--- src/hw/rtl/fss_pkg.sv ---
`default_nettype none

package fss_pkg;

  // Fixed field widths.
  localparam int BYTE_W     = 8;
  localparam int QPOS_W     = 5;
  localparam int IDX_W      = 13;
  localparam int SCORE_W    = 14;
  localparam int START_W    = 12;
  localparam int SPAN_W     = 13;
  localparam int RS_W       = 9;   // running score peaks at 16 hits of 18 points
  localparam int RUN_W      = 5;   // a run never exceeds the query length
  localparam int QUERY_BYTES = 16;

  // Defaults for the top-level parameters.
  localparam int DEF_MAX_ENTRY_LEN = 4096;
  localparam int DEF_HISTORY_LIMIT = 5000;

  // Depth of the queue between the scanner and the finisher.
  localparam int SUM_QUEUE_DEPTH = 2;

  // Scoring constants.
  localparam int HIT_POINTS    = 1;
  localparam int RUN_BONUS     = 5;
  localparam int SEP_BONUS     = 10;
  localparam int CASE_BONUS    = 2;
  localparam int BEST_RUN_MULT = 3;
  localparam int EMPTY_SCORE   = 100;

  // Division by ten as a multiply by 52429 and a shift by 19; exact below 2**18.
  localparam int DIV10_MUL_W = 16;
  localparam int DIV10_SHIFT = 19;
  localparam logic [DIV10_MUL_W-1:0] DIV10_MUL = 16'd52429;

  // Character codes.
  localparam logic [BYTE_W-1:0] CH_UPPER_A  = 8'h41;
  localparam logic [BYTE_W-1:0] CH_UPPER_Z  = 8'h5A;
  localparam logic [BYTE_W-1:0] FOLD_OFFSET = 8'h20;
  localparam logic [BYTE_W-1:0] CH_SPACE    = 8'h20;
  localparam logic [BYTE_W-1:0] CH_SLASH    = 8'h2F;
  localparam logic [BYTE_W-1:0] CH_DASH     = 8'h2D;
  localparam logic [BYTE_W-1:0] CH_UNDER    = 8'h5F;

  // Configuration port.
  localparam int APB_ADDR_W = 5;
  localparam int APB_DATA_W = 64;
  localparam int REG_IDX_W  = 2;
  localparam logic [REG_IDX_W-1:0] REG_QUERY_LEN  = 2'd0;
  localparam logic [REG_IDX_W-1:0] REG_QUERY_LOW  = 2'd1;
  localparam logic [REG_IDX_W-1:0] REG_QUERY_HIGH = 2'd2;

  typedef logic [QUERY_BYTES-1:0][BYTE_W-1:0] qbytes_t;

  // Width of the byte counter, which must hold the maximum length itself.
  function automatic int cnt_width(input int max_len);
    return $clog2(max_len + 1);
  endfunction

  // Width of a byte offset inside an entry.
  function automatic int off_width(input int max_len);
    return $clog2(max_len);
  endfunction

  // Width of one entry summary word handed from scanner to finisher.
  function automatic int sum_width(input int max_len);
    return 3 + IDX_W + RS_W + RUN_W + 2 * off_width(max_len) + cnt_width(max_len);
  endfunction

  // Fold ASCII uppercase to lowercase.
  function automatic logic [BYTE_W-1:0] fold(input logic [BYTE_W-1:0] c);
    return (c >= CH_UPPER_A && c <= CH_UPPER_Z) ? c + FOLD_OFFSET : c;
  endfunction

  // Characters after which a match earns the word-start bonus.
  function automatic logic is_sep(input logic [BYTE_W-1:0] c);
    return (c == CH_SPACE) || (c == CH_SLASH) || (c == CH_DASH) || (c == CH_UNDER);
  endfunction

endpackage

`default_nettype wire

--- src/hw/rtl/fss_if.sv ---
`default_nettype none

// Entry byte stream.
interface fss_in_if import fss_pkg::*; ();
  logic              valid;
  logic              ready;
  logic [BYTE_W-1:0] entry_byte;
  logic              has_byte;
  logic              entry_end;
  logic [IDX_W-1:0]  entry_index;

  modport source (output valid, entry_byte, has_byte, entry_end, entry_index,
                  input ready);
  modport sink (input valid, entry_byte, has_byte, entry_end, entry_index,
                output ready);
endinterface

// Score results.
interface fss_out_if import fss_pkg::*; ();
  logic                      valid;
  logic                      ready;
  logic                      matched;
  logic signed [SCORE_W-1:0] match_score;
  logic [START_W-1:0]        match_start;
  logic [SPAN_W-1:0]         match_span;
  logic [IDX_W-1:0]          scored_index;

  modport source (output valid, matched, match_score, match_start, match_span,
                  scored_index, input ready);
  modport sink (input valid, matched, match_score, match_start, match_span,
                scored_index, output ready);
endinterface

`default_nettype wire

--- src/hw/rtl/fss_front.sv ---
`default_nettype none

module fss_front import fss_pkg::*; #(
  parameter int MAX_ENTRY_LEN = DEF_MAX_ENTRY_LEN,
  parameter int HISTORY_LIMIT = DEF_HISTORY_LIMIT,
  localparam int CNT_W = cnt_width(MAX_ENTRY_LEN),
  localparam int OFF_W = off_width(MAX_ENTRY_LEN),
  localparam int SUM_W = sum_width(MAX_ENTRY_LEN)
) (
  input  wire logic              clk,
  input  wire logic              rst,
  fss_in_if.sink                 entry,
  input  wire logic [QPOS_W-1:0] query_len,
  input  wire qbytes_t           query_bytes,
  input  wire logic              sum_full,
  output logic                   sum_push,
  output logic [SUM_W-1:0]       sum_data
);

  // Per-entry scan state.
  logic [QPOS_W-1:0] query_pos, query_pos_next;
  logic              in_run, in_run_next;
  logic [RUN_W-1:0]  run_len, run_len_next;
  logic [RUN_W-1:0]  best_run, best_run_next;
  logic              has_hit, has_hit_next;
  logic [OFF_W-1:0]  first_hit, first_hit_next;
  logic [OFF_W-1:0]  last_hit, last_hit_next;
  logic [RS_W-1:0]   running_score, running_score_next;
  logic [BYTE_W-1:0] prev_byte, prev_byte_next;
  logic [CNT_W-1:0]  byte_count, byte_count_next;

  logic              accept;
  logic [QPOS_W-1:0] active_len;
  logic [BYTE_W-1:0] q_byte;
  logic              in_range;
  logic              live;
  logic              hit;
  logic              miss;
  logic [RS_W-1:0]   hit_points;
  logic [RUN_W-1:0]  best_final;
  logic              empty_query;
  logic              consumed;
  logic              in_hist;

  assign entry.ready = !sum_full;
  assign accept      = entry.valid && entry.ready;

  // Query length above the byte count acts as a full query.
  assign active_len = (query_len > QPOS_W'(QUERY_BYTES)) ? QPOS_W'(QUERY_BYTES) : query_len;
  assign q_byte     = query_bytes[query_pos[QPOS_W-2:0]];
  assign in_range   = byte_count < CNT_W'(MAX_ENTRY_LEN);

  // A byte takes part in matching only while the query is not yet consumed.
  assign live = entry.has_byte && in_range && (query_pos < active_len);
  assign hit  = live && (fold(entry.entry_byte) == fold(q_byte));
  assign miss = live && !hit;

  // Points for one matched byte.
  always_comb begin
    hit_points = RS_W'(HIT_POINTS);
    if (in_run) begin
      hit_points = hit_points + RS_W'(RUN_BONUS);
    end
    if (byte_count == '0 || is_sep(prev_byte)) begin
      hit_points = hit_points + RS_W'(SEP_BONUS);
    end
    if (entry.entry_byte == q_byte) begin
      hit_points = hit_points + RS_W'(CASE_BONUS);
    end
  end

  // Next scan state after this item's byte.
  always_comb begin
    query_pos_next     = query_pos;
    in_run_next        = in_run;
    run_len_next       = run_len;
    best_run_next      = best_run;
    has_hit_next       = has_hit;
    first_hit_next     = first_hit;
    last_hit_next      = last_hit;
    running_score_next = running_score;
    prev_byte_next     = prev_byte;
    byte_count_next    = byte_count;
    if (hit) begin
      query_pos_next     = query_pos + 1'b1;
      in_run_next        = 1'b1;
      run_len_next       = in_run ? run_len + 1'b1 : RUN_W'(1);
      has_hit_next       = 1'b1;
      first_hit_next     = has_hit ? first_hit : byte_count[OFF_W-1:0];
      last_hit_next      = byte_count[OFF_W-1:0];
      running_score_next = running_score + hit_points;
    end else if (miss) begin
      in_run_next   = 1'b0;
      run_len_next  = '0;
      best_run_next = (run_len > best_run) ? run_len : best_run;
    end
    if (entry.has_byte) begin
      prev_byte_next = entry.entry_byte;
      if (in_range) begin
        byte_count_next = byte_count + 1'b1;
      end
    end
  end

  // Entry summary handed to the finisher at the end word.
  assign best_final  = (run_len_next > best_run_next) ? run_len_next : best_run_next;
  assign empty_query = (active_len == '0);
  assign consumed    = (query_pos_next >= active_len);
  assign in_hist     = (32'(entry.entry_index) < 32'(HISTORY_LIMIT));
  assign sum_push    = accept && entry.entry_end;
  assign sum_data    = {empty_query, consumed, in_hist, entry.entry_index, running_score_next,
                        best_final, first_hit_next, last_hit_next, byte_count_next};

  // State register; the end word returns everything to its cleared value.
  always_ff @(posedge clk) begin
    if (rst || (accept && entry.entry_end)) begin
      query_pos     <= '0;
      in_run        <= 1'b0;
      run_len       <= '0;
      best_run      <= '0;
      has_hit       <= 1'b0;
      first_hit     <= '0;
      last_hit      <= '0;
      running_score <= '0;
      prev_byte     <= '0;
      byte_count    <= '0;
    end else if (accept) begin
      query_pos     <= query_pos_next;
      in_run        <= in_run_next;
      run_len       <= run_len_next;
      best_run      <= best_run_next;
      has_hit       <= has_hit_next;
      first_hit     <= first_hit_next;
      last_hit      <= last_hit_next;
      running_score <= running_score_next;
      prev_byte     <= prev_byte_next;
      byte_count    <= byte_count_next;
    end
  end

  // The scan state is clean for the word after an entry end.
  a_clear_after_end: assert property (@(posedge clk) disable iff (rst)
    (accept && entry.entry_end) |=> (query_pos == '0 && byte_count == '0 && !in_run))
    else $error("scan state not cleared after entry end");

  // The byte counter saturates at the maximum entry length.
  a_count_sat: assert property (@(posedge clk) disable iff (rst)
    byte_count <= CNT_W'(MAX_ENTRY_LEN))
    else $error("byte counter passed the maximum entry length");

  // A hit offset exists whenever part of the query has matched.
  a_hit_seen: assert property (@(posedge clk) disable iff (rst)
    (query_pos != '0) |-> has_hit)
    else $error("query advanced without a recorded hit");

endmodule

`default_nettype wire

--- src/hw/rtl/fss_queue.sv ---
`default_nettype none

module fss_queue import fss_pkg::*; #(
  parameter int WIDTH = 1
) (
  input  wire logic             clk,
  input  wire logic             rst,
  input  wire logic             push,
  input  wire logic [WIDTH-1:0] push_data,
  output logic                  full,
  input  wire logic             pop,
  output logic [WIDTH-1:0]      pop_data,
  output logic                  not_empty
);

  localparam int PTR_W = (SUM_QUEUE_DEPTH > 1) ? $clog2(SUM_QUEUE_DEPTH) : 1;
  localparam int CNT_W = $clog2(SUM_QUEUE_DEPTH + 1);

  logic [WIDTH-1:0] slots [SUM_QUEUE_DEPTH];
  logic [PTR_W-1:0] wr_ptr;
  logic [PTR_W-1:0] rd_ptr;
  logic [CNT_W-1:0] count;

  assign full      = (count == CNT_W'(SUM_QUEUE_DEPTH));
  assign not_empty = (count != '0);
  assign pop_data  = slots[rd_ptr];

  // Slot storage.
  always_ff @(posedge clk) begin
    if (push) begin
      slots[wr_ptr] <= push_data;
    end
  end

  // Pointers and fill count.
  always_ff @(posedge clk) begin
    if (rst) begin
      wr_ptr <= '0;
      rd_ptr <= '0;
      count  <= '0;
    end else begin
      if (push) begin
        wr_ptr <= (wr_ptr == PTR_W'(SUM_QUEUE_DEPTH - 1)) ? '0 : wr_ptr + 1'b1;
      end
      if (pop) begin
        rd_ptr <= (rd_ptr == PTR_W'(SUM_QUEUE_DEPTH - 1)) ? '0 : rd_ptr + 1'b1;
      end
      if (push && !pop) begin
        count <= count + 1'b1;
      end else if (pop && !push) begin
        count <= count - 1'b1;
      end
    end
  end

endmodule

`default_nettype wire

--- src/hw/rtl/fss_back.sv ---
`default_nettype none

module fss_back import fss_pkg::*; #(
  parameter int MAX_ENTRY_LEN = DEF_MAX_ENTRY_LEN,
  localparam int CNT_W  = cnt_width(MAX_ENTRY_LEN),
  localparam int OFF_W  = off_width(MAX_ENTRY_LEN),
  localparam int SUM_W  = sum_width(MAX_ENTRY_LEN),
  localparam int PC_W   = CNT_W + DIV10_MUL_W,
  localparam int PI_W   = IDX_W + DIV10_MUL_W,
  localparam int QC_W   = PC_W - DIV10_SHIFT,
  localparam int QI_W   = PI_W - DIV10_SHIFT,
  localparam int PRE_W  = ((CNT_W > RS_W) ? CNT_W : RS_W) + 2,
  localparam int FIN_W  = (PRE_W > SCORE_W) ? PRE_W : SCORE_W
) (
  input  wire logic             clk,
  input  wire logic             rst,
  input  wire logic             sum_valid,
  input  wire logic [SUM_W-1:0] sum_data,
  output logic                  sum_pop,
  fss_out_if.source             result
);

  // Unpacked summary word.
  logic              h_empty;
  logic              h_consumed;
  logic              h_hist;
  logic [IDX_W-1:0]  h_idx;
  logic [RS_W-1:0]   h_rs;
  logic [RUN_W-1:0]  h_best;
  logic [OFF_W-1:0]  h_first;
  logic [OFF_W-1:0]  h_last;
  logic [CNT_W-1:0]  h_cnt;

  // Stage 1: span and the two divide-by-ten products.
  logic              s1_v;
  logic              s1_empty;
  logic              s1_consumed;
  logic              s1_hist;
  logic [IDX_W-1:0]  s1_idx;
  logic [RS_W-1:0]   s1_rs;
  logic [RUN_W-1:0]  s1_best;
  logic [OFF_W-1:0]  s1_first;
  logic [CNT_W-1:0]  s1_span;
  logic [PC_W-1:0]   s1_pc;
  logic [PI_W-1:0]   s1_pi;

  // Stage 2: score before the index bonus.
  logic                    s2_v;
  logic                    s2_empty;
  logic                    s2_consumed;
  logic                    s2_hist;
  logic [IDX_W-1:0]        s2_idx;
  logic [OFF_W-1:0]        s2_first;
  logic [CNT_W-1:0]        s2_span;
  logic [QI_W-1:0]         s2_qidx;
  logic signed [PRE_W-1:0] s2_pre;

  logic                    en1;
  logic                    en2;
  logic                    en3;
  logic [QC_W-1:0]         q_cnt;
  logic signed [PRE_W-1:0] pre_c;
  logic                    ok;
  logic [FIN_W-1:0]        fin_sum;

  assign {h_empty, h_consumed, h_hist, h_idx, h_rs, h_best, h_first, h_last, h_cnt} = sum_data;

  // Each stage moves when the one after it has room.
  assign en3     = !result.valid || result.ready;
  assign en2     = !s2_v || en3;
  assign en1     = !s1_v || en2;
  assign sum_pop = sum_valid && en1;

  always_ff @(posedge clk) begin
    if (en1) begin
      s1_empty    <= h_empty;
      s1_consumed <= h_consumed;
      s1_hist     <= h_hist;
      s1_idx      <= h_idx;
      s1_rs       <= h_rs;
      s1_best     <= h_best;
      s1_first    <= h_first;
      s1_span     <= CNT_W'(h_last) - CNT_W'(h_first) + 1'b1;
      s1_pc       <= PC_W'(h_cnt) * PC_W'(DIV10_MUL);
      s1_pi       <= PI_W'(h_idx) * PI_W'(DIV10_MUL);
    end
  end

  // Combine the score terms.
  assign q_cnt = s1_pc[PC_W-1:DIV10_SHIFT];
  assign pre_c = signed'(PRE_W'(s1_rs) + PRE_W'(s1_best) * PRE_W'(BEST_RUN_MULT)
                 - PRE_W'(s1_span >> 1) - PRE_W'(q_cnt));

  always_ff @(posedge clk) begin
    if (en2) begin
      s2_empty    <= s1_empty;
      s2_consumed <= s1_consumed;
      s2_hist     <= s1_hist;
      s2_idx      <= s1_idx;
      s2_first    <= s1_first;
      s2_span     <= s1_span;
      s2_qidx     <= s1_pi[PI_W-1:DIV10_SHIFT];
      s2_pre      <= pre_c;
    end
  end

  // Qualify the entry and form the result word.
  assign ok      = s2_hist && (s2_empty || (s2_consumed && !s2_pre[PRE_W-1]));
  assign fin_sum = FIN_W'(s2_pre) + FIN_W'(s2_qidx);

  always_ff @(posedge clk) begin
    if (en3) begin
      result.matched      <= ok;
      result.scored_index <= s2_idx;
      if (!ok) begin
        result.match_score <= '0;
        result.match_start <= '0;
        result.match_span  <= '0;
      end else if (s2_empty) begin
        result.match_score <= SCORE_W'(EMPTY_SCORE) - SCORE_W'(s2_idx);
        result.match_start <= '0;
        result.match_span  <= '0;
      end else begin
        result.match_score <= fin_sum[SCORE_W-1:0];
        result.match_start <= START_W'(s2_first);
        result.match_span  <= SPAN_W'(s2_span);
      end
    end
  end

  // Valid bits of the three stages.
  always_ff @(posedge clk) begin
    if (rst) begin
      s1_v         <= 1'b0;
      s2_v         <= 1'b0;
      result.valid <= 1'b0;
    end else begin
      if (en1) begin
        s1_v <= sum_valid;
      end
      if (en2) begin
        s2_v <= s1_v;
      end
      if (en3) begin
        result.valid <= s2_v;
      end
    end
  end

  // An unmatched entry reports zero score, start and span.
  a_unmatched_zero: assert property (@(posedge clk) disable iff (rst)
    (result.valid && !result.matched) |->
      (result.match_score == '0 && result.match_start == '0 && result.match_span == '0))
    else $error("unmatched result carries nonzero fields");

  // A summary is taken only when one is waiting.
  a_pop_valid: assert property (@(posedge clk) disable iff (rst)
    sum_pop |=> s1_v)
    else $error("stage one empty after a summary was taken");

  // A stalled result word holds still until it is taken.
  a_hold_stalled: assert property (@(posedge clk) disable iff (rst)
    (result.valid && !result.ready) |=>
      (result.valid && $stable(result.matched) && $stable(result.match_score)
       && $stable(result.scored_index)))
    else $error("result word changed while stalled");

endmodule

`default_nettype wire

--- src/hw/rtl/fuzzy_subsequence_scorer.sv ---
// Channel   Dir   Handshake      Word
// entry     in    valid/ready    entry_byte, has_byte, entry_end, entry_index
// result    out   valid/ready    matched, match_score, match_start, match_span, scored_index
// apb       in    psel/penable   query_len @0x00, query_bytes_low @0x08, query_bytes_high @0x10
//
// One entry word is taken every cycle while the summary queue is not full; the scan state
// updates with each accepted word. result.valid rises once the end word has passed through
// a two-word summary queue and a three-stage finisher (span and divide-by-ten multiplies,
// score sum, result register).
// Reset is synchronous and clears the scan state, the queue and all valid bits.
// A stalled result stalls the finisher, then fills the queue; entry.ready drops only
// when the queue is full.

`default_nettype none

module fuzzy_subsequence_scorer import fss_pkg::*; #(
  parameter int MAX_ENTRY_LEN = DEF_MAX_ENTRY_LEN,
  parameter int HISTORY_LIMIT = DEF_HISTORY_LIMIT
) (
  input  wire logic                  clk,
  input  wire logic                  rst,
  fss_in_if.sink                     entry,
  fss_out_if.source                  result,
  input  wire logic                  psel,
  input  wire logic                  penable,
  input  wire logic                  pwrite,
  input  wire logic [APB_ADDR_W-1:0] paddr,
  input  wire logic [APB_DATA_W-1:0] pwdata,
  output logic [APB_DATA_W-1:0]      prdata,
  output logic                       pready
);

  localparam int SUM_W = sum_width(MAX_ENTRY_LEN);

  logic [QPOS_W-1:0]     query_len;
  logic [APB_DATA_W-1:0] query_low;
  logic [APB_DATA_W-1:0] query_high;
  logic [REG_IDX_W-1:0]  reg_idx;
  logic                  wr_en;
  qbytes_t               query_bytes;

  logic             sum_push;
  logic [SUM_W-1:0] sum_in;
  logic             sum_full;
  logic             sum_pop;
  logic [SUM_W-1:0] sum_out;
  logic             sum_valid;

  // Configuration registers.
  assign pready  = 1'b1;
  assign reg_idx = paddr[APB_ADDR_W-1:APB_ADDR_W-REG_IDX_W];
  assign wr_en   = psel && penable && pwrite && pready;

  always_ff @(posedge clk) begin
    if (rst) begin
      query_len  <= '0;
      query_low  <= '0;
      query_high <= '0;
    end else if (wr_en) begin
      unique case (reg_idx)
        REG_QUERY_LEN:  query_len  <= pwdata[QPOS_W-1:0];
        REG_QUERY_LOW:  query_low  <= pwdata;
        REG_QUERY_HIGH: query_high <= pwdata;
        default: begin
        end
      endcase
    end
  end

  // Register read-back.
  always_comb begin
    unique case (reg_idx)
      REG_QUERY_LEN:  prdata = APB_DATA_W'(query_len);
      REG_QUERY_LOW:  prdata = query_low;
      REG_QUERY_HIGH: prdata = query_high;
      default:        prdata = '0;
    endcase
  end

  assign query_bytes = {query_high, query_low};

  // Byte scanner.
  fss_front #(
    .MAX_ENTRY_LEN (MAX_ENTRY_LEN),
    .HISTORY_LIMIT (HISTORY_LIMIT)
  ) u_front (
    .clk         (clk),
    .rst         (rst),
    .entry       (entry),
    .query_len   (query_len),
    .query_bytes (query_bytes),
    .sum_full    (sum_full),
    .sum_push    (sum_push),
    .sum_data    (sum_in)
  );

  // Summary queue between scanner and finisher.
  fss_queue #(
    .WIDTH (SUM_W)
  ) u_queue (
    .clk       (clk),
    .rst       (rst),
    .push      (sum_push),
    .push_data (sum_in),
    .full      (sum_full),
    .pop       (sum_pop),
    .pop_data  (sum_out),
    .not_empty (sum_valid)
  );

  // Score finisher.
  fss_back #(
    .MAX_ENTRY_LEN (MAX_ENTRY_LEN)
  ) u_back (
    .clk       (clk),
    .rst       (rst),
    .sum_valid (sum_valid),
    .sum_data  (sum_out),
    .sum_pop   (sum_pop),
    .result    (result)
  );

endmodule

`default_nettype wire

--- src/flat_wrapper.sv ---
// flat-port wrapper written by rule: the top's interface ports become plain ports
module fuzzy_subsequence_scorer_flat import fss_pkg::*;
#(
  parameter int MAX_ENTRY_LEN = DEF_MAX_ENTRY_LEN,
  parameter int HISTORY_LIMIT = DEF_HISTORY_LIMIT
)
  (clk, rst, psel, penable, pwrite, paddr, pwdata, prdata, pready, entry_valid, entry_entry_byte, entry_has_byte, entry_entry_end, entry_entry_index, entry_ready, result_valid, result_matched, result_match_score, result_match_start, result_match_span, result_scored_index, result_ready);
  fss_in_if entry_i ();
  fss_out_if result_i ();
  input  wire logic clk;
  input  wire logic rst;
  input  wire logic psel;
  input  wire logic penable;
  input  wire logic pwrite;
  input  wire logic [APB_ADDR_W-1:0] paddr;
  input  wire logic [APB_DATA_W-1:0] pwdata;
  output logic [APB_DATA_W-1:0] prdata;
  output logic pready;
  input wire logic [$bits(entry_i.valid)-1:0] entry_valid;
  input wire logic [$bits(entry_i.entry_byte)-1:0] entry_entry_byte;
  input wire logic [$bits(entry_i.has_byte)-1:0] entry_has_byte;
  input wire logic [$bits(entry_i.entry_end)-1:0] entry_entry_end;
  input wire logic [$bits(entry_i.entry_index)-1:0] entry_entry_index;
  output wire logic [$bits(entry_i.ready)-1:0] entry_ready;
  output wire logic [$bits(result_i.valid)-1:0] result_valid;
  output wire logic [$bits(result_i.matched)-1:0] result_matched;
  output wire logic [$bits(result_i.match_score)-1:0] result_match_score;
  output wire logic [$bits(result_i.match_start)-1:0] result_match_start;
  output wire logic [$bits(result_i.match_span)-1:0] result_match_span;
  output wire logic [$bits(result_i.scored_index)-1:0] result_scored_index;
  input wire logic [$bits(result_i.ready)-1:0] result_ready;
  assign entry_i.valid = entry_valid;
  assign entry_i.entry_byte = entry_entry_byte;
  assign entry_i.has_byte = entry_has_byte;
  assign entry_i.entry_end = entry_entry_end;
  assign entry_i.entry_index = entry_entry_index;
  assign entry_ready = entry_i.ready;
  assign result_valid = result_i.valid;
  assign result_matched = result_i.matched;
  assign result_match_score = result_i.match_score;
  assign result_match_start = result_i.match_start;
  assign result_match_span = result_i.match_span;
  assign result_scored_index = result_i.scored_index;
  assign result_i.ready = result_ready;
  fuzzy_subsequence_scorer #(.MAX_ENTRY_LEN(MAX_ENTRY_LEN), .HISTORY_LIMIT(HISTORY_LIMIT)) u_core (.clk(clk), .rst(rst), .entry(entry_i), .result(result_i), .psel(psel), .penable(penable), .pwrite(pwrite), .paddr(paddr), .pwdata(pwdata), .prdata(prdata), .pready(pready));
endmodule
--- config.mk ---
export PLATFORM = sky130hd
export DESIGN_NAME = fuzzy_subsequence_scorer_flat
export DESIGN_NICKNAME = d
export VERILOG_FILES = /design/src/hw/rtl/fss_pkg.sv /design/src/hw/rtl/fss_if.sv /design/src/hw/rtl/fss_front.sv /design/src/hw/rtl/fss_queue.sv /design/src/hw/rtl/fss_back.sv /design/src/hw/rtl/fuzzy_subsequence_scorer.sv /design/src/flat_wrapper.sv
export SDC_FILE = /design/constraint.sdc
export NUM_CORES = 1
export LEC_CHECK = 0
export BUFFER_PORTS_ARGS = -buffer_cell sky130_fd_sc_hd__clkbuf_2
export CORE_UTILIZATION = 61
export DETAILED_ROUTE_END_ITERATION = 6
export GPL_TIMING_DRIVEN = 1
export PLACE_DENSITY = 0.88
export SLEW_MARGIN = 20
export SYNTH_ARGS = -nofsm -noshare
export SYNTH_HDL_FRONTEND = slang
export SYNTH_SLANG_ARGS = --single-unit
--- constraint.sdc ---
create_clock -name clk -period 20.4 [get_ports clk]
set_input_delay 2.04 -clock clk [delete_from_list [all_inputs] [get_ports clk]]
set_output_delay 2.04 -clock clk [all_outputs]
set_load 0.05 [all_outputs]
# After elaboration in Yosys (flattened, before gate mapping)
# Memories as Yosys holds them, arrays and structs flattened. A register that Yosys moved wholly into a read port is not among the register bits.
# Cells that the tools add are included.
word_totals:
  mem_count: 1
  ramBits: 134
  mem_bits_ro: 0
  latchBits: 0
  input_bits: 99
  regBits: 442
  out_inout_bits: 120
op_classes:
  n_mux: 34
  div_mod_pow: 0
  n_eq_ne: 9
  reduce_logical: 45
  bitwise_logic: 1
  mul: 3
  n_addsub: 19
  shifts: 0
  order_cmp: 12
memory_table:
  columns: ["memory", "depth", "word_bits", "rd", "rd_clocked_by_memory_dff", "write_ports", "line", "text"]
  rows:
  - ["u_core.u_queue.slots", 2, 67, 1, 1, 1, "fss_queue.sv:19", "logic [WIDTH-1:0] slots [SUM_QUEUE_DEPTH];"]
op_table:
  columns: ["cell", "n"]
  rows:
  - ["one-hot mux 64 bit (3 select lines)", 1]
  - ["multiplier 13 x 16 -> 29 bit (second input constant)", 2]
  - ["two-way mux 5 bit", 9]
  - ["two-way mux 12 bit", 3]
  - ["binary-select mux 8 bit (select 4 bit)", 1]
  - ["two-way mux 9 bit", 3]
  - ["adder 13 x 1 -> 13 bit (second input constant)", 2]
  - ["< comparator 13 bit (second input constant)", 2]
  - ["two-way mux 13 bit", 2]
  - ["equality test 8 x 6 -> 1 bit (second input constant)", 3]
  - ["two-way mux 8 bit", 3]
  - ["adder 8 x 6 -> 8 bit (second input constant)", 2]
  - ["equality test 8 bit", 2]
  - ["greater-or-equal comparator 8 x 7 -> 1 bit (second input constant)", 2]
  - ["less-or-equal comparator 8 x 7 -> 1 bit (second input constant)", 2]
  - ["logical AND 1 bit", 15]
  - ["adder 14 x 10 -> 14 bit", 1]
  - ["two-way mux 14 bit", 1]
  - ["subtractor 13 x 11 -> 14 bit", 1]
  - ["subtractor 7 x 13 -> 14 bit (first input constant)", 1]
  - ["zero test 13 bit", 1]
  - ["subtractor 10 x 12 -> 13 bit", 1]
  - ["subtractor 12 x 12 -> 13 bit", 1]
  - ["AND reduction 2 bit", 6]
  - ["27 further kinds", 56]

# Longest topological paths before layout
logic_depth:
  ltp_word: 13
  ltp_mapped: 26
  ltp_nobuf: 23

# Modules after synthesis
# From an unflattened synthesis, not the netlist that was laid out.
hier_totals:
  cells_unflattened: 2819
  hier_area_um2: 32278.5
modules_own_cells:
  columns: ["module", "area_per_inst_um2", "cells_each", "instances"]
  rows:
  - ["fss_back", 14562.7, 1245, 1]
  - ["fss_front", 6388.6, 746, 1]
  - ["fuzzy_subsequence_scorer", 6170.9, 598, 1]
  - ["fss_queue", 5156.2, 230, 1]

# Worst setup path before layout
# OpenSTA, ideal clock, no wires.
synth_path:
  path_type: "register -> register"
  from: "register (tool-made name)"
  to: "register u_core.u_back.s1_pi[28] (data pin)"
  setup_ps: 260
  path_slack_ps: 13743
  t_required_ps: 20140
  arrival_time_ps: 6397
  path_buffers: 2
  stages_incl_launch_ff: 25
  synth_period_minus_slack_ps: 6657
  path_cell_list: "dfxtp_1 -> clkbuf_1 -> clkbuf_1 -> mux2i_1 -> inv_1 -> ha_1 -> inv_1 -> fa_1 -> inv_1 -> fa_1 -> inv_1 -> fa_1 -> fa_1 -> inv_1 -> ha_1 -> a21oi_1 -> o22ai_1 -> o21a_1 -> or4_1 -> o211a_1 -> o31a_1 -> o41ai_1 -> o21bai_1 -> a21oi_1 -> xnor2_1"
synth_rtl:
  columns: ["element", "line", "text"]
  rows:
  - ["to (signal assigned)", "fss_back.sv:85", "s1_pi <= PI_W'(h_idx) * PI_W'(DIV10_MUL);"]
  - ["to (decl)", "fss_back.sv:45", "logic [PI_W-1:0] s1_pi;"]

==> run_results.csv <==
group,metric,value,unit
run_status,outcome,"complete, no violations",
global_routing,antenna_violations_before_repair,1,
clock_network,clockBufferDepth,3,
route,drt-vias-per-instance,5.87,
setup_path,cp-end-kind,"flop",
floorplan,boundaryPins,219,
placement,globalplace.congestion,0.928,
global_routing,via_count_of_the_first_global_routing_pass,21700,
sta,final_period_minus_worst_setup_slack,7.00,ns
sta,worst_slew_pin_slew,1.04,ns
synthesis,synth_warnings,0,
sta,final-hold-violation-count,0,
synthesis,synth_area_per_cell,11.2,um2
clock_network,clock_latency,0.65,ns
run,drv_cap,0,
synthesis,async_flop_share,0,%
route,detail_route.iter0.violations,1692,
setup_path,critical-path-slowest-cell,"sky130_fd_sc_hd__buf_4",
synthesis,largest_family_of_logic_cells_by_synthesized_area,"adder cells",
synthesis,post_synth_main_area_contributors,"sky130_fd_sc_hd__edfxtp_1 (33%), sky130_fd_sc_hd__dfxtp_1 (14%), sky130_fd_sc_hd__ha_1 (11%)",
floorplan,die-area,0.0501,mm2
synthesis,synthCells,2670,
setup_path,rrSetupSlack,13.40,ns
synthesis,post_synth_xor_area_fraction,3.41,%
setup_path,endpoint,"u_core.u_back.s1_pc[28]",
synthesis,postSynth.topFlopCell,"sky130_fd_sc_hd__edfxtp_1",
setup_path,critical-path-top-delay-family,"adder cells",
synthesis,synth.area.mux_share,7.63,%
setup_path,worst_path_most_repeated_cell,"sky130_fd_sc_hd__inv_1",
sta,clock_skew,0.0389,ns
sta,timing.final.setup_violations,0,
setup_path,critical_path.cell_chain,"buf_4 > mux2i_1 > inv_1 > ha_1 > inv_1 > fa_1 > inv_1 > fa_1 > inv_1 > fa_1 > inv_1 > fa_1 > ha_1 > a211o_1 > a21oi_1 > and3_1 > a221o_1 > a211oi_1 > nor2_1 > a21oi_1 > a21o_1 > a21oi_1 > xnor2_1",
floorplan,core_region_area,0.0481,mm2
route,drt-wirelength-per-cell,20.0,um
global_routing,aggregate_global_routing_overflow,0,
synthesis,share_of_the_synthesized_area_in_compound_gates_ao_oa_aoi_oai,9.26,%
synthesis,synth_simple_gate_area_share,9.66,%
setup_path,worstReg2RegEnd,"u_core.u_back.s1_pc[28]",
synthesis,post_synth_fa_ha_maj_area_fraction,18.1,%
synthesis,library_cell_occupying_the_most_area_in_the_post_synthesis_netlist,"sky130_fd_sc_hd__edfxtp_1",
route,routed_wl,70900,um
global_routing,grt_pass1_wl,113000,um
route,ant_nets,0,
setup_path,critical_path_arrival,7.39,ns
layout,layout-drive-gt1-share,15.7,%
clock_network,clock_input_transition_at_the_sequential_cells_of_the_worst_setup_and_hold_paths,0.06,ns
floorplan,die_h,224,um
sta,rsz_0062_raised_after_global_routing,"no",
sta,timing.final.max_slew_violations,0,
floorplan,die-width,224,um
clock_network,cts-buffers-inserted,54,
setup_path,cp-start-kind,"flop",
global_routing,grt.total_usage,28.9,%
sta,layout_worst_path_cycle_share,34.3,%
sta,clock.fmax,143,MHz
sta,worst_slew_margin,30.0,%
clock_network,cts_hold_buf,0,
synthesis,yosys.cell_count.top_type,"sky130_fd_sc_hd__nand2_1",
clock_network,cts.repair.resized,0,
setup_path,ff2ff_path_depth,23,
sta,totalNegativeSetupSlack,0,ns
setup_path,worst-path-max-fanout,53,
route,vias,20800,
clock_network,htreeDepth,2,
setup_path,timing.critical_path.slowest_cell_delay,0.70,ns
setup_path,critical_path.n_buffers_inverters,6,
layout,num-nets-final,3309,
hold_path,min_path_type,"flop to flop",
synthesis,post_synth_most_frequent_cells,"sky130_fd_sc_hd__nand2_1 (336), sky130_fd_sc_hd__edfxtp_1 (327), sky130_fd_sc_hd__inv_1 (271)",
setup_path,worst-setup-path-type,"flop to flop",
synthesis,netlist_area,0.0300,mm2
synthesis,yosysUniqueCellTypes,77,
clock_network,tritoncts_sink_count,539,
synthesis,synth_top_area_share,32.7,%
floorplan,std_cell_rows,80,
global_routing,grt_start_max_net_pins,77,
placement,detailed_place_hpwl,51600,um
setup_path,cp.required,20.79,ns
clock_network,clockRootBuffer,"sky130_fd_sc_hd__clkbuf_16",
synthesis,synth-seq-area-share,46.9,%
floorplan,floorplan.initialDensity,62.3,%
placement,port-buffer-count,214,
layout,antenna_cells_inserted,0,
layout,syn_to_final_growth,11.4,%
route,firstDrtPassIters,6,
synthesis,postSynthNetCount,3137,
route,route.detailed.drc,0,
clock_network,post-cts-setup-buffer-count,0,
synthesis,ys_ff_latch,539,
clock_network,cts_tree,"done",
synthesis,synth-edff-count,327,
setup_path,cp.depth,23,
sta,post_route_hold_slack,0.414,ns
## placed cells by master, fill, tap and decap left out, types with 55 or more instances in the layout
cell,synthesis,layout
sky130_fd_sc_hd__xnor2_1,70,70
sky130_fd_sc_hd__nand2_1,336,335
sky130_fd_sc_hd__clkbuf_2,0,214
sky130_fd_sc_hd__a21oi_1,197,197
sky130_fd_sc_hd__ha_1,257,257
sky130_fd_sc_hd__fa_1,111,111
sky130_fd_sc_hd__edfxtp_1,327,327
sky130_fd_sc_hd__clkbuf_16,0,55
sky130_fd_sc_hd__a22o_1,76,76
sky130_fd_sc_hd__mux2i_1,63,63
sky130_fd_sc_hd__inv_1,271,270
sky130_fd_sc_hd__dfxtp_1,212,210
sky130_fd_sc_hd__mux2_2,80,80
sky130_fd_sc_hd__nor2_1,121,118
sky130_fd_sc_hd__o21ai_0,55,55
## state kept, by name, indices dropped and copies added (netlist names), 10 cells and up, named ones only
register / count
u_core.u_back.s1_first: 12
u_core.query_low: 64
u_core.u_back.result.match_start: 12
u_core.u_back.result.scored_index: 13
u_core.u_back.s2_qidx: 10
u_core.u_front.byte_count: 13
u_core.u_back.s1_pi: 10
u_core.u_back.result.match_score: 14
u_core.u_back.s1_span: 13
u_core.u_back.s2_first: 12
u_core.u_front.last_hit: 12
u_core.u_back.result.match_span: 13
u_core.u_front.first_hit: 12
u_core.u_back.s2_idx: 13
u_core.u_back.s2_pre: 14
u_core.u_back.s1_pc: 10
u_core.u_queue.slots: 134
u_core.u_back.s1_idx: 13
u_core.query_high: 64
u_core.u_back.s2_span: 13
## through the flow
stage	cells	worst slack, ns	util [%]	instance area, um2
2_1_floorplan	2670	13.74	-	30000
3_3_place_gp	3442	13.56	65.6	31600
3_5_place_dp	3442	13.45	65.6	31600
4_1_cts	3540	13.44	69.4	33400
5_1_grt	3540	12.92	69.4	33400
6_report	3540	13.40	69.4	33400
## routing by layer
| layer | global-route usage [%] | up-vias | share of wire, % | routed length, um |
|---|---|---|---|---|
| met2 | 49.8 | 843 | 49 | 34900 |
| met3 | 5.15 | 218 | 7.1 | 5070 |
| met5 | 0 | - | 0.018 | 13 |
| met4 | 16.1 | 2 | 5.8 | 4110 |
| met1 | 34.2 | 10100 | 38 | 26900 |
| li1 | - | 9634 | - | - |
## final cells by class
type	instances	area, um2
sequential	539	14100
multi-input combinational	1744	14500
clock inverter	20	322
fill	3298	14700
inverter	271	1020
timing repair buffer	232	1210
clock buffer	78	1510
tap	656	821
## kinds of logic after synthesis
kind of cell / count (synthesis)
flops: 539
fa+ha+maj: 368
mux: 178
simple gates: 647
buf+inv: 387
other cells: 1
xor+xnor: 115
compound gates: 435
## worst min-delay path by stage
stage                                          from                   endpoint  slack [ns]  cells after the start
after floorplan           u_core.u_back.s1_consumed  u_core.u_back.s2_consumed        0.40                      0
after global placement    u_core.u_back.s1_first[5]  u_core.u_back.s2_first[5]        0.40                      0
after detailed placement  u_core.u_back.s1_first[2]  u_core.u_back.s2_first[2]        0.40                      0
after CTS                   u_core.u_back.s1_idx[8]    u_core.u_back.s2_idx[8]        0.42                      0
after global routing        u_core.u_back.s1_pi[22]   u_core.u_back.s2_qidx[3]        0.42                      0
final                       u_core.u_back.s1_idx[8]    u_core.u_back.s2_idx[8]        0.41                      0
Power is left out: the tool's default activity adds up to more than one toggle a clock period on the data nets, which glitch-free logic cannot reach.
